<file path="src/design/pmbh_pkg.sv">
`default_nettype none

package pmbh_pkg;

    // Meter floor of -60 dB in Q7.8, and the span that maps onto the display.
    localparam logic signed [15:0] LVL_FLOOR = -16'sd15360;
    localparam logic signed [17:0] LVL_SPAN  = 18'sd15360;

    // Height = floor(4 * (db + 15360) / 15). The division by 15 is a multiply
    // by ceil(2^20 / 15) and a shift, exact for every in-range operand.
    localparam logic signed [17:0] NORM_RECIP = 18'sd69906;
    localparam logic [12:0]        NORM_FULL  = 13'd4096;
    localparam logic [12:0]        VIS_MIN    = 13'd8;
    localparam logic [13:0]        HOLD_GAP   = 14'd82;

    // Operand selection for the shared multiplier.
    localparam logic [1:0] MUL_LEVEL  = 2'd0;
    localparam logic [1:0] MUL_HOLD   = 2'd1;
    localparam logic [1:0] MUL_NORM_L = 2'd2;
    localparam logic [1:0] MUL_NORM_H = 2'd3;

    typedef struct packed {
        logic       mul_en;
        logic [1:0] mul_sel;
        logic       upd_level;
        logic       hold_eval;
        logic       upd_hold;
        logic       load_lnorm;
        logic       load_out;
    } pmbh_cmd_t;

endpackage

`default_nettype wire

</file>
<file path="src/design/pmbh_ctrl.sv">
`default_nettype none

module pmbh_ctrl
    import pmbh_pkg::*;
(
    input  wire logic      aclk,
    input  wire logic      aresetn,
    input  wire logic      s_valid,
    output logic           s_ready,
    output logic           m_valid,
    input  wire logic      m_ready,
    output pmbh_cmd_t      cmd
);

    localparam logic [2:0] ST_IDLE = 3'd0;
    localparam logic [2:0] ST_ADD1 = 3'd1;
    localparam logic [2:0] ST_HOLD = 3'd2;
    localparam logic [2:0] ST_NL   = 3'd3;
    localparam logic [2:0] ST_NH   = 3'd4;
    localparam logic [2:0] ST_FIN  = 3'd5;

    logic [2:0] state_reg, state_next;
    logic       m_valid_reg, m_valid_next;
    logic       out_free;

    assign s_ready  = (state_reg == ST_IDLE);
    assign m_valid  = m_valid_reg;
    assign out_free = !m_valid_reg || m_ready;

    always_comb begin
        state_next   = state_reg;
        m_valid_next = m_valid_reg && !m_ready;
        cmd          = '0;
        unique case (state_reg)
            ST_IDLE: begin
                if (s_valid) begin
                    cmd.mul_en  = 1'b1;
                    cmd.mul_sel = MUL_LEVEL;
                    state_next  = ST_ADD1;
                end
            end
            ST_ADD1: begin
                cmd.upd_level = 1'b1;
                state_next    = ST_HOLD;
            end
            ST_HOLD: begin
                cmd.hold_eval = 1'b1;
                cmd.mul_en    = 1'b1;
                cmd.mul_sel   = MUL_HOLD;
                state_next    = ST_NL;
            end
            ST_NL: begin
                cmd.upd_hold = 1'b1;
                cmd.mul_en   = 1'b1;
                cmd.mul_sel  = MUL_NORM_L;
                state_next   = ST_NH;
            end
            ST_NH: begin
                cmd.load_lnorm = 1'b1;
                cmd.mul_en     = 1'b1;
                cmd.mul_sel    = MUL_NORM_H;
                state_next     = ST_FIN;
            end
            ST_FIN: begin
                if (out_free) begin
                    cmd.load_out = 1'b1;
                    m_valid_next = 1'b1;
                    state_next   = ST_IDLE;
                end
            end
            default: begin
                state_next = ST_IDLE;
            end
        endcase
    end

    always_ff @(posedge aclk) begin
        if (!aresetn) begin
            state_reg   <= ST_IDLE;
            m_valid_reg <= 1'b0;
        end else begin
            state_reg   <= state_next;
            m_valid_reg <= m_valid_next;
        end
    end

endmodule

`default_nettype wire

</file>
<file path="config.mk">
export PLATFORM = sky130hd
export DESIGN_NAME = pmbh_ctrl
export DESIGN_NICKNAME = d
export VERILOG_FILES = /design/src/design/pmbh_pkg.sv /design/src/design/pmbh_ctrl.sv
export SDC_FILE = /design/constraint.sdc
export NUM_CORES = 1
export LEC_CHECK = 0
export BUFFER_PORTS_ARGS = -buffer_cell sky130_fd_sc_hd__buf_2
export CAP_MARGIN = 20
export CORE_AREA = 5 5 42 44
export CTS_CLUSTER_SIZE = 8
export DETAILED_ROUTE_END_ITERATION = 8
export DIE_AREA = 0 0 47 49
export PLACE_DENSITY = 0.51
export SYNTH_ARGS = -nofsm -noshare
export SYNTH_HDL_FRONTEND = slang
export SYNTH_SLANG_ARGS = --single-unit
</file>
<file path="constraint.sdc">
create_clock -name aclk -period 1.6 [get_ports aclk]
set_input_delay 0.08 -clock aclk [delete_from_list [all_inputs] [get_ports aclk]]
set_output_delay 0.08 -clock aclk [all_outputs]
set_load 0.02 [all_outputs]
</file>
==> results of run 1 <==
[final timing paths]
| kind | start | to | slack, ns | cells past startpoint |
|---|---|---|---|---|
| hold reg to reg | m_valid | m_valid | 0.55 | 2 |
| setup / recovery | state_reg[1] | cmd[5] | 0.15 | 4 |
| setup reg to reg | state_reg[2] | state_reg[2] | 0.54 | 3 |
| hold / removal | aresetn | state_reg[2] | 0.10 | 2 |
[cell usage after synthesis]
master / instances
a21oi_1: 1
nor2_2: 1
nand2_1: 3
o2111a_1: 1
mux2i_1: 1
nand2b_1: 2
o21a_1: 2
nor2b_1: 1
o21bai_1: 1
nor2_1: 3
nor3_1: 1
nand3b_1: 1
buf_4: 1
dfxtp_1: 4
nor3b_2: 2
buf_6: 2
or2_1: 1
a21boi_1: 1
o22ai_1: 1
[metal layers]
metal | global-route usage, % | vias to the layer above | share of wire (%)
li1 | - | 128 | -
met4 | 8.29 | 0 | 0
met3 | 1.11 | 0 | 6.0
met2 | 8.37 | 6 | 49
met5 | 0 | - | 0
met1 | 7.47 | 110 | 45
[per-stage QoR]
step	cell area (sq um)	worst slack (ns)
3_3_place_gp	319	0.407
6_report	342	0.150
2_1_floorplan	264	0.374
3_5_place_dp	319	0.408
4_1_cts	342	0.138
5_1_grt	342	0.0488
[layout make-up]
cell class | instances | share of cell area [%]
Timing Repair Buffer | 13 | 19.0
Multi-Input combinational cell | 23 | 45.1
Clock buffer | 3 | 6.59
Sequential cell | 4 | 23.4
Tap cell | 16 | 5.86
[cells by family after synthesis]
kind of cell,Yosys count
AOI/OAI and AO/OA,7
buffers and inverters,3
DFF,4
muxes,1
and+or+nand+nor,15
[power breakdown]
part / switching, uW / internal [uW] / leakage, uW
Combinational: 47.6 / 36.7 / 0.000120
Clock: 40.3 / 83.8 / 0.0000138
Sequential: 16.6 / 107 / 0.0000326
==> summary.txt, run 1 <==
Timing
  – Worst Clk Skew: 0.00183 ns
  – Hold Slack: 0.103 ns
  – Final setup viols: 0
  – Max Fclk: 0.690 GHz
  – Crit path time final: 1.45 ns
  – Least-Margin Pin Slew: 0.403 ns
  – Worst rel slew slack: 73.1%
  – TNS Setup: 0 ns
  – RSZ-0062 raised after global routing: false
  – Final Hold Fails: 0
  – Fin crit share: 90.6%
  – Pins over their slew limit: 0

Detailed routing
  – DR vias: 244
  – Number of routed nets with antenna violations: 0
  – First drt pass iteration count: 2
  – Wire per inst: 10.8 um
  – Remaining DRCs: 0
  – Via-to-Cell Ratio: 4.14
  – DRT iter0 DRCs: 2
  – Final WL: 638 um

Power and ir drop
  – Maximum vdd ir drop: 0.000289 V
  – Power per cell area: 972 nW/um^2
  – Tot Pwr: 332 uW
  – Leak pwr: 0.000166 uW

Yosys
  – Top-area cell type share of the netlist area: 30.3%
  – Seq cells post-synth: 4
  – Mapped cell area: 264 sq um
  – Yosys warns: 0
  – Post-synth top area cell: dfxtp_1
  – Mux contribution to synthesized area: 3.79%
  – Synth Area in Compound Gates: 19.9%
  – Post-synthesis sequential area ratio: 30.3%
  – Count of cell types in the netlist: 19
  – Synth Net Count: 34
  – Syn_area_per_cell: 8.80 sq um
  – Adder-cell area share of the yosys netlist: 0%
  – Main combinational cell family by area after synthesis: simple AND/OR/NAND/NOR gates
  – Post-Synth Simple-Gate Area: 34.6%
  – Synth Area in XOR/XNOR: 0%
  – Synth top area cells: dfxtp_1 30%, nor3b_2 9.5%, buf_6 8.5%
  – Post-Syn Instances: 30

Clock network
  – Total clock sinks: 4
  – Max Buffers Root-to-Sink: 2
  – Clock root buffer: clkbuf_4
  – H-tree depth: 1
  – Num CTS Buffers: 3
  – Setup Fix Bufs, Post-CTS: 0
  – Hold buffer count at cts: 0
  – Cts repair resizes: 0
  – Clock-pin transition on the worst setup and hold timing paths: 0.04 ns
  – Clk_lat worst skew: 0.23 ns
  – CTS tree: built

GRT
  – GRT Util Overall: 6.48%
  – Initial antenna violation count: 0
  – First-pass GRT wire length: 1.02 mm
  – Gr ovfl total: 0
  – Pin count of the biggest net entering global routing: 12
  – Vias in the first global route: 227

Outcome
  – Status: finished, final reports clean

Layout
  – Layout Cells excl Fill: 59
  – Fillers: 162
  – Most frequent cells in the layout: 13 x buf_2, 4 x dfxtp_1, 3 x nor2_1, 3 x nand2_1, 3 x clkbuf_4
  – Fraction of layout cells with a size suffix above 1: 44.2%
  – Largest register FFs: 3
  – FF/Latch Area: 80.1 sq um
  – Most common cell after layout, fill and taps aside: buf_2
  – Syn-to-layout area delta: 29.4%
  – Fin util: 24.4%
  – N_diodes: 0
  – Area of the multi-input gates: 154 sq um
  – Nets: 49

Critical path
  – CP max stage delay: 0.49 ns
  – Startpoint class of the critical path: flop
  – Crit-path max FO: 9
  – Arr. time, crit path: 1.37 ns
  – CP top delay family: flip-flops
  – Cell Chain, Critical Path: nand2b_1 > nor2_1 > or2_1 > buf_2
  – WP buf/inv: 1
  – Required time of the critical path: 1.52 ns
  – Slowest CP cell: dfxtp_1
  – Crit path kind: flop to output pin
  – Critical Path Sink Type: output pin

Floorplanning
  – Starting density of the core: 18.8%
  – Num rows: 14
  – Die span in y: 49 um
  – Core area: 1400 sq um
  – Die width: 47 um
  – Die area: 2300 sq um
  – Top Ports: 14

Place
  – Placed cell count: 56
  – Port bufs: 13
  – Global placer's final weighted congestion: 0.668
  – Post-DP HPWL: 473 um

Min path
  – Hold Crit Class: primary input to flop

Run
  – # Max-Cap Violations: 0
Note: power is estimated with default switching activity, not from simulation.
==> run 2, diff against run 1 <==
--- a/config.mk
+++ b/config.mk
@@ -12,6 +12,7 @@
 export DETAILED_ROUTE_END_ITERATION = 8
 export DIE_AREA = 0 0 47 49
 export PLACE_DENSITY = 0.51
+export REMOVE_ABC_BUFFERS = 1
 export SYNTH_ARGS = -nofsm -noshare
 export SYNTH_HDL_FRONTEND = slang
 export SYNTH_SLANG_ARGS = --single-unit
==> run 2 against run 1 <==
- total power decreased by 0.50%
- global-route usage rose by 0.14 points
- register-to-register slack better by 0.04 ns
- core utilization did not move
- sequential power is essentially flat
- via count increased by 1.6%
- combinational power is essentially flat
- clock skew down 0.0011 ns
- die area unchanged
- count of clock-buffer cells in the layout did not move
- sequential share of layout area did not move
- critical path depth unchanged
==> summary.txt, run 2 (same netlist as run 1, synthesis figures left out) <==
Critical path
  – CP top delay family: flip-flops (unchanged)
  – Worst r2r path cells: 3 (unchanged)
  – CP max stage delay: 0.48 ns (was 0.49 ns)
  – Required time of the critical path: 1.52 ns (about the same)
  – Slowest CP cell: dfxtp_1 (unchanged)
  – Crit path kind: flop to output pin (unchanged)
  – WP buf/inv: 1 (unchanged)
  – Critical Path Sink Type: output pin (unchanged)
  – Worst R2R Setup Slack: 0.58 ns (was 0.54 ns)
  – FF-to-FF End: state_reg[2] (unchanged)
  – Reg-to-reg startpoint: state_reg[1] (was state_reg[2])
  – Arr. time, crit path: 1.34 ns (was 1.37 ns)
  – Crit-path max FO: 9 (unchanged)
  – Startpoint class of the critical path: flop (unchanged)
  – Cell Chain, Critical Path: nand2b_1 > nor2_1 > or2_1 > buf_2 (unchanged)

Outcome
  – Status: finished, final reports clean (unchanged)

Power and ir drop
  – Tot Pwr: 330 uW (was 332 uW)
  – Power per cell area: 967 nW/um^2 (was 972 nW/um^2)
  – Leak pwr: 0.000166 uW (unchanged)
  – Maximum vdd ir drop: 0.000260 V (was 0.000289 V)

Detailed routing
  – Via-to-Cell Ratio: 4.20 (was 4.14)
  – Remaining DRCs: 0 (unchanged)
  – DRT iter0 DRCs: 0 (was 2)
  – Number of routed nets with antenna violations: 0 (unchanged)
  – DR vias: 248 (was 244)
  – Final WL: 586 um (was 638 um)
  – First drt pass iteration count: 1 (was 2)
  – Wire per inst: 9.93 um (was 10.8 um)

GRT
  – GRT Util Overall: 6.62% (was 6.48%)
  – Pin count of the biggest net entering global routing: 12 (unchanged)
  – First-pass GRT wire length: 1.04 mm (was 1.02 mm)
  – Initial antenna violation count: 0 (unchanged)
  – Vias in the first global route: 251 (was 227)
  – Gr ovfl total: 0 (unchanged)

Floorplanning
  – Num rows: 14 (unchanged)
  – Top Ports: 14 (unchanged)
  – Die width: 47 um (unchanged)
  – Starting density of the core: 18.8% (unchanged)
  – Core area: 1400 sq um (unchanged)
  – Die span in y: 49 um (unchanged)
  – Die area: 2300 sq um (unchanged)

Layout
  – Fraction of layout cells with a size suffix above 1: 44.2% (unchanged)
  – Largest register FFs: 3 (unchanged)
  – Most frequent cells in the layout: 13 x buf_2, 4 x dfxtp_1, 3 x nor2_1, 3 x nand2_1, 3 x clkbuf_4 (unchanged)
  – N_diodes: 0 (unchanged)
  – Nets: 49 (unchanged)
  – Syn-to-layout area delta: 29.4% (unchanged)
  – Most common cell after layout, fill and taps aside: buf_2 (unchanged)

Min path
  – Hold-critical path depth: 2 (unchanged)
  – Hold path endpoint: state_reg[1] (was state_reg[2])
  – Hold Crit Start: aresetn (unchanged)
  – Hold Crit Class: primary input to flop (unchanged)

Clock network
  – Setup Fix Bufs, Post-CTS: 0 (unchanged)
  – Clk_lat worst skew: 0.23 ns (about the same)
  – Max Buffers Root-to-Sink: 2 (unchanged)
  – Hold buffer count at cts: 0 (unchanged)
  – Clock root buffer: clkbuf_4 (unchanged)
  – Clock-pin transition on the worst setup and hold timing paths: 0.04 ns (about the same)
  – Total clock sinks: 4 (unchanged)
  – CTS tree: built (unchanged)
  – H-tree depth: 1 (unchanged)
  – Cts repair resizes: 0 (unchanged)
  – Num CTS Buffers: 3 (unchanged)

Timing
  – Final Hold Fails: 0 (unchanged)
  – Crit path time final: 1.42 ns (was 1.45 ns)
  – TNS Setup: 0 ns (unchanged)
  – Pins over their slew limit: 0 (unchanged)
  – Final WS setup: 0.185 ns (was 0.150 ns)
  – Fin crit share: 88.4% (was 90.6%)
  – Worst Clk Skew: 0.000763 ns (was 0.00183 ns)
  – RSZ-0062 raised after global routing: false (unchanged)
  – Least-Margin Pin Slew: 0.388 ns (was 0.403 ns)
  – Final setup viols: 0 (unchanged)
  – Max Fclk: 0.707 GHz (was 0.690 GHz)
  – Worst rel slew slack: 74.1% (was 73.1%)

Place
  – Pre-CTS WS: 0.429 ns (was 0.408 ns)
  – Post-DP HPWL: 468 um (was 473 um)
  – Port bufs: 13 (unchanged)
  – Global placer's final weighted congestion: 0.580 (was 0.668)

Run
  – # Max-Cap Violations: 0 (unchanged)
run 2: worst max-delay path by stage:
stage | from | endpoint | cells past startpoint
after CTS | state_reg[1] | cmd[5] | 4
after global placement | state_reg[1] | cmd[5] | 4
final | state_reg[1] | cmd[5] | 4
after floorplan | state_reg[2] | cmd[5] | 3
after detailed placement | state_reg[1] | cmd[5] | 4
after global routing | state_reg[1] | cmd[5] | 4
run 2: power breakdown:
group          total (uW)  internal [uW]  switching, uW
Clock                 123           83.8           39.5
Sequential            123            107           15.9
Combinational        84.2           36.7           47.6
Total                 330            227            103
run 2: routing by layer:
metal / vias up / global-route usage (%) / share of wire, %
met3: 0 / 3.32 / 6.8
met1: 111 / 7.02 / 41
met2: 6 / 9.28 / 52
met4: 0 / 5.53 / 0
met5: - / 0 / 0
li1: 131 / - / -
run 2: area by class of cell:
| class | count | area (sq um) |
|---|---|---|
| clock buffers | 3 | 22.5 |
| multi-input cells | 23 | 154 |
| fillers | 164 | 1060 |
| well taps | 16 | 20.0 |
| repair buffers | 13 | 65.1 |
| flip-flops and latches | 4 | 80.1 |
run 2: through the flow:
| stage | utilization [%] | std cells | instance area [sq um] | hold slack, ns |
|---|---|---|---|---|
| global placement | 22.8 | 56 | 319 | 0.344 |
| floorplan | - | 27 | 234 | 0.198 |
| finish | 24.4 | 59 | 342 | 0.103 |
| CTS | 24.4 | 59 | 342 | 0.0976 |
| global route | 24.4 | 59 | 342 | 0.122 |
| detailed placement | 22.8 | 56 | 319 | 0.345 |
==> run 3, diff against run 2 <==
--- a/config.mk
+++ b/config.mk
@@ -8,11 +8,13 @@
 export BUFFER_PORTS_ARGS = -buffer_cell sky130_fd_sc_hd__buf_2
 export CAP_MARGIN = 20
 export CORE_AREA = 5 5 42 44
+export CTS_CLUSTER_DIAMETER = 150
 export CTS_CLUSTER_SIZE = 8
 export DETAILED_ROUTE_END_ITERATION = 8
 export DIE_AREA = 0 0 47 49
 export PLACE_DENSITY = 0.51
 export REMOVE_ABC_BUFFERS = 1
+export SETUP_SLACK_MARGIN = 0.5
 export SYNTH_ARGS = -nofsm -noshare
 export SYNTH_HDL_FRONTEND = slang
 export SYNTH_SLANG_ARGS = --single-unit
==> run 3 against run 2 <==
- worst setup slack better by 0.22 ns
- total power is 11% higher
- first-iteration DRC count is 2 higher
- via count is 10% higher
- critical endpoint unchanged
- cell area is 26% higher
- largest power group is now clock
==> summary.txt, run 3 (same netlist as run 1, synthesis figures left out) <==
Outcome
  – Status: finished, final reports clean (unchanged)

Timing
  – Crit path time final: 1.20 ns (was 1.42 ns)
  – Least-Margin Pin Slew: 0.201 ns (was 0.388 ns)
  – TNS Setup: 0 ns (unchanged)
  – Fin crit share: 74.8% (was 88.4%)
  – Final setup viols: 0 (unchanged)
  – Final Hold Fails: 0 (unchanged)
  – Pins over their slew limit: 0 (unchanged)
  – RSZ-0062 raised after global routing: true (was false)
  – Worst rel slew slack: 86.5% (was 74.1%)
  – Worst Clk Skew: 0.00130 ns (was 0.000763 ns)
  – Max Fclk: 0.835 GHz (was 0.707 GHz)

Critical path
  – CP Launch Point: state_reg[2] (was state_reg[1])
  – Reg-to-reg startpoint: state_reg[1] (unchanged)
  – FF-to-FF End: state_reg[0] (was state_reg[2])
  – Worst setup path end: cmd[5] (unchanged)
  – Startpoint class of the critical path: flop (unchanged)
  – Critical Path Sink Type: output pin (unchanged)
  – Required time of the critical path: 1.52 ns (about the same)
  – Worst r2r path cells: 4 (was 3)
  – Arr. time, crit path: 1.12 ns (was 1.34 ns)
  – Crit-path max FO: 10 (was 9)
  – Worst R2R Setup Slack: 0.64 ns (was 0.58 ns)
  – Crit path kind: flop to output pin (unchanged)

Clock network
  – Max Buffers Root-to-Sink: 2 (unchanged)
  – Total clock sinks: 4 (unchanged)
  – Clk_lat worst skew: 0.23 ns (about the same)
  – CTS tree: built (unchanged)
  – Clock-pin transition on the worst setup and hold timing paths: 0.04 ns (about the same)
  – Clock root buffer: clkbuf_4 (unchanged)
  – Num CTS Buffers: 3 (unchanged)
  – H-tree depth: 1 (unchanged)
  – Hold buffer count at cts: 0 (unchanged)

GRT
  – GRT Util Overall: 7.32% (was 6.62%)
  – Gr ovfl total: 0 (unchanged)
  – Vias in the first global route: 287 (was 251)
  – First-pass GRT wire length: 1.16 mm (was 1.04 mm)
  – Initial antenna violation count: 0 (unchanged)
  – Pin count of the biggest net entering global routing: 12 (unchanged)

Detailed routing
  – DR vias: 273 (was 248)
  – Remaining DRCs: 0 (unchanged)
  – Via-to-Cell Ratio: 4.20 (about the same)
  – Number of routed nets with antenna violations: 0 (unchanged)
  – First drt pass iteration count: 4 (was 1)
  – Wire per inst: 10.5 um (was 9.93 um)
  – DRT iter0 DRCs: 2 (was 0)
  – Final WL: 684 um (was 586 um)

Layout
  – Most frequent cells in the layout: 13 x buf_4, 5 x buf_2, 3 x nand2_1, 3 x clkbuf_4, 3 x dfxtp_4 (was 13 x buf_2, 4 x dfxtp_1, 3 x nor2_1, 3 x nand2_1, 3 x clkbuf_4)
  – Layout Cells excl Fill: 65 (was 59)
  – Fillers: 158 (was 164)
  – Most common cell after layout, fill and taps aside: buf_4 (was buf_2)
  – Syn-to-layout area delta: 63.5% (was 29.4%)
  – Fraction of layout cells with a size suffix above 1: 61.2% (was 44.2%)
  – Nets: 55 (was 49)
  – N_diodes: 0 (unchanged)
  – Fin util: 30.8% (was 24.4%)
  – Largest register FFs: 3 (unchanged)

Floorplanning
  – Die width: 47 um (unchanged)
  – Core area: 1400 sq um (unchanged)
  – Top Ports: 14 (unchanged)
  – Starting density of the core: 18.8% (unchanged)
  – Die span in y: 49 um (unchanged)
  – Num rows: 14 (unchanged)
  – Die area: 2300 sq um (unchanged)

Place
  – Placed cell count: 56 (unchanged)
  – Port bufs: 13 (unchanged)
  – Global placer's final weighted congestion: 0.580 (unchanged)
  – Post-DP HPWL: 468 um (unchanged)

Power and ir drop
  – Maximum vdd ir drop: 0.000293 V (was 0.000260 V)
  – Leak pwr: 0.000202 uW (was 0.000166 uW)
  – Power per cell area: 846 nW/um^2 (was 967 nW/um^2)

Min path
  – Hold Crit Class: primary input to flop (unchanged)

Run
  – # Max-Cap Violations: 0 (unchanged)
-- run 3: changes by cell type in the layout (fill, tap and decap cells not counted), sizes merged --
| cell | before | now |
|---|---|---|
| buf | 13 | 19 |
-- run 3: per-layer routing --
| layer | vias to the layer above | track usage [%] | wire [um] |
|---|---|---|---|
| li1 | 142 | - | - |
| met1 | 125 | 7.02 | 265 |
| met2 | 6 | 11.5 | 379 |
| met3 | 0 | 3.32 | 40 |
| met4 | 0 | 5.53 | 0 |
| met5 | - | 0 | 0 |
-- run 3: worst min path at each step --
stage,startpoint,endpoint,depth (start not counted)
2_1_floorplan,aresetn,state_reg[2],1
3_3_place_gp,aresetn,state_reg[1],2
3_5_place_dp,aresetn,state_reg[1],2
4_1_cts,aresetn,state_reg[1],2
5_1_grt,aresetn,state_reg[2],2
6_report,aresetn,state_reg[1],2
-- run 3: final cells by class --
| cell class | count | area (sq um) | share of cell area (%) |
|---|---|---|---|
| multi-input cells | 23 | 164 | 38.0 |
| repair buffers | 19 | 134 | 31.0 |
| flip-flops and latches | 4 | 91.3 | 21.2 |
| clock buffers | 3 | 22.5 | 5.22 |
| well taps | 16 | 20.0 | 4.64 |
-- run 3: stage by stage --
step / worst slack [ns] / power (uW) / area (sq um) / hold slack (ns)
final: 0.402 / 365 / 432 / 0.103
after global placement: 0.431 / 209 / 319 / 0.344
after CTS: 0.382 / 359 / 395 / 0.0939
after detailed placement: 0.429 / 210 / 319 / 0.345
after global routing: 0.332 / 399 / 432 / 0.106
after floorplan: 0.314 / 180 / 234 / 0.198
-- run 3: power by group --
group,internal [uW],switching (uW)
sequential,107,13.8
clock,83.8,39.8
combinational,64.0,57.2
total,255,111
-- run 3: critical path, cell delays in order, from the launching register on --
cell and delay, ns:
dfxtp_4 0.38, nor3b_2 0.24, or2_1 0.15, buf_6 0.11
-- run 3: repair_timing --
| action | 4_1_cts | 5_1_grt |
|---|---|---|
| endpoints found under the setup margin | 9 | 9 |
| buffers inserted | 3 | 3 |
| pin swaps | 0 | 1 |
| resized for setup | 12 | 5 |
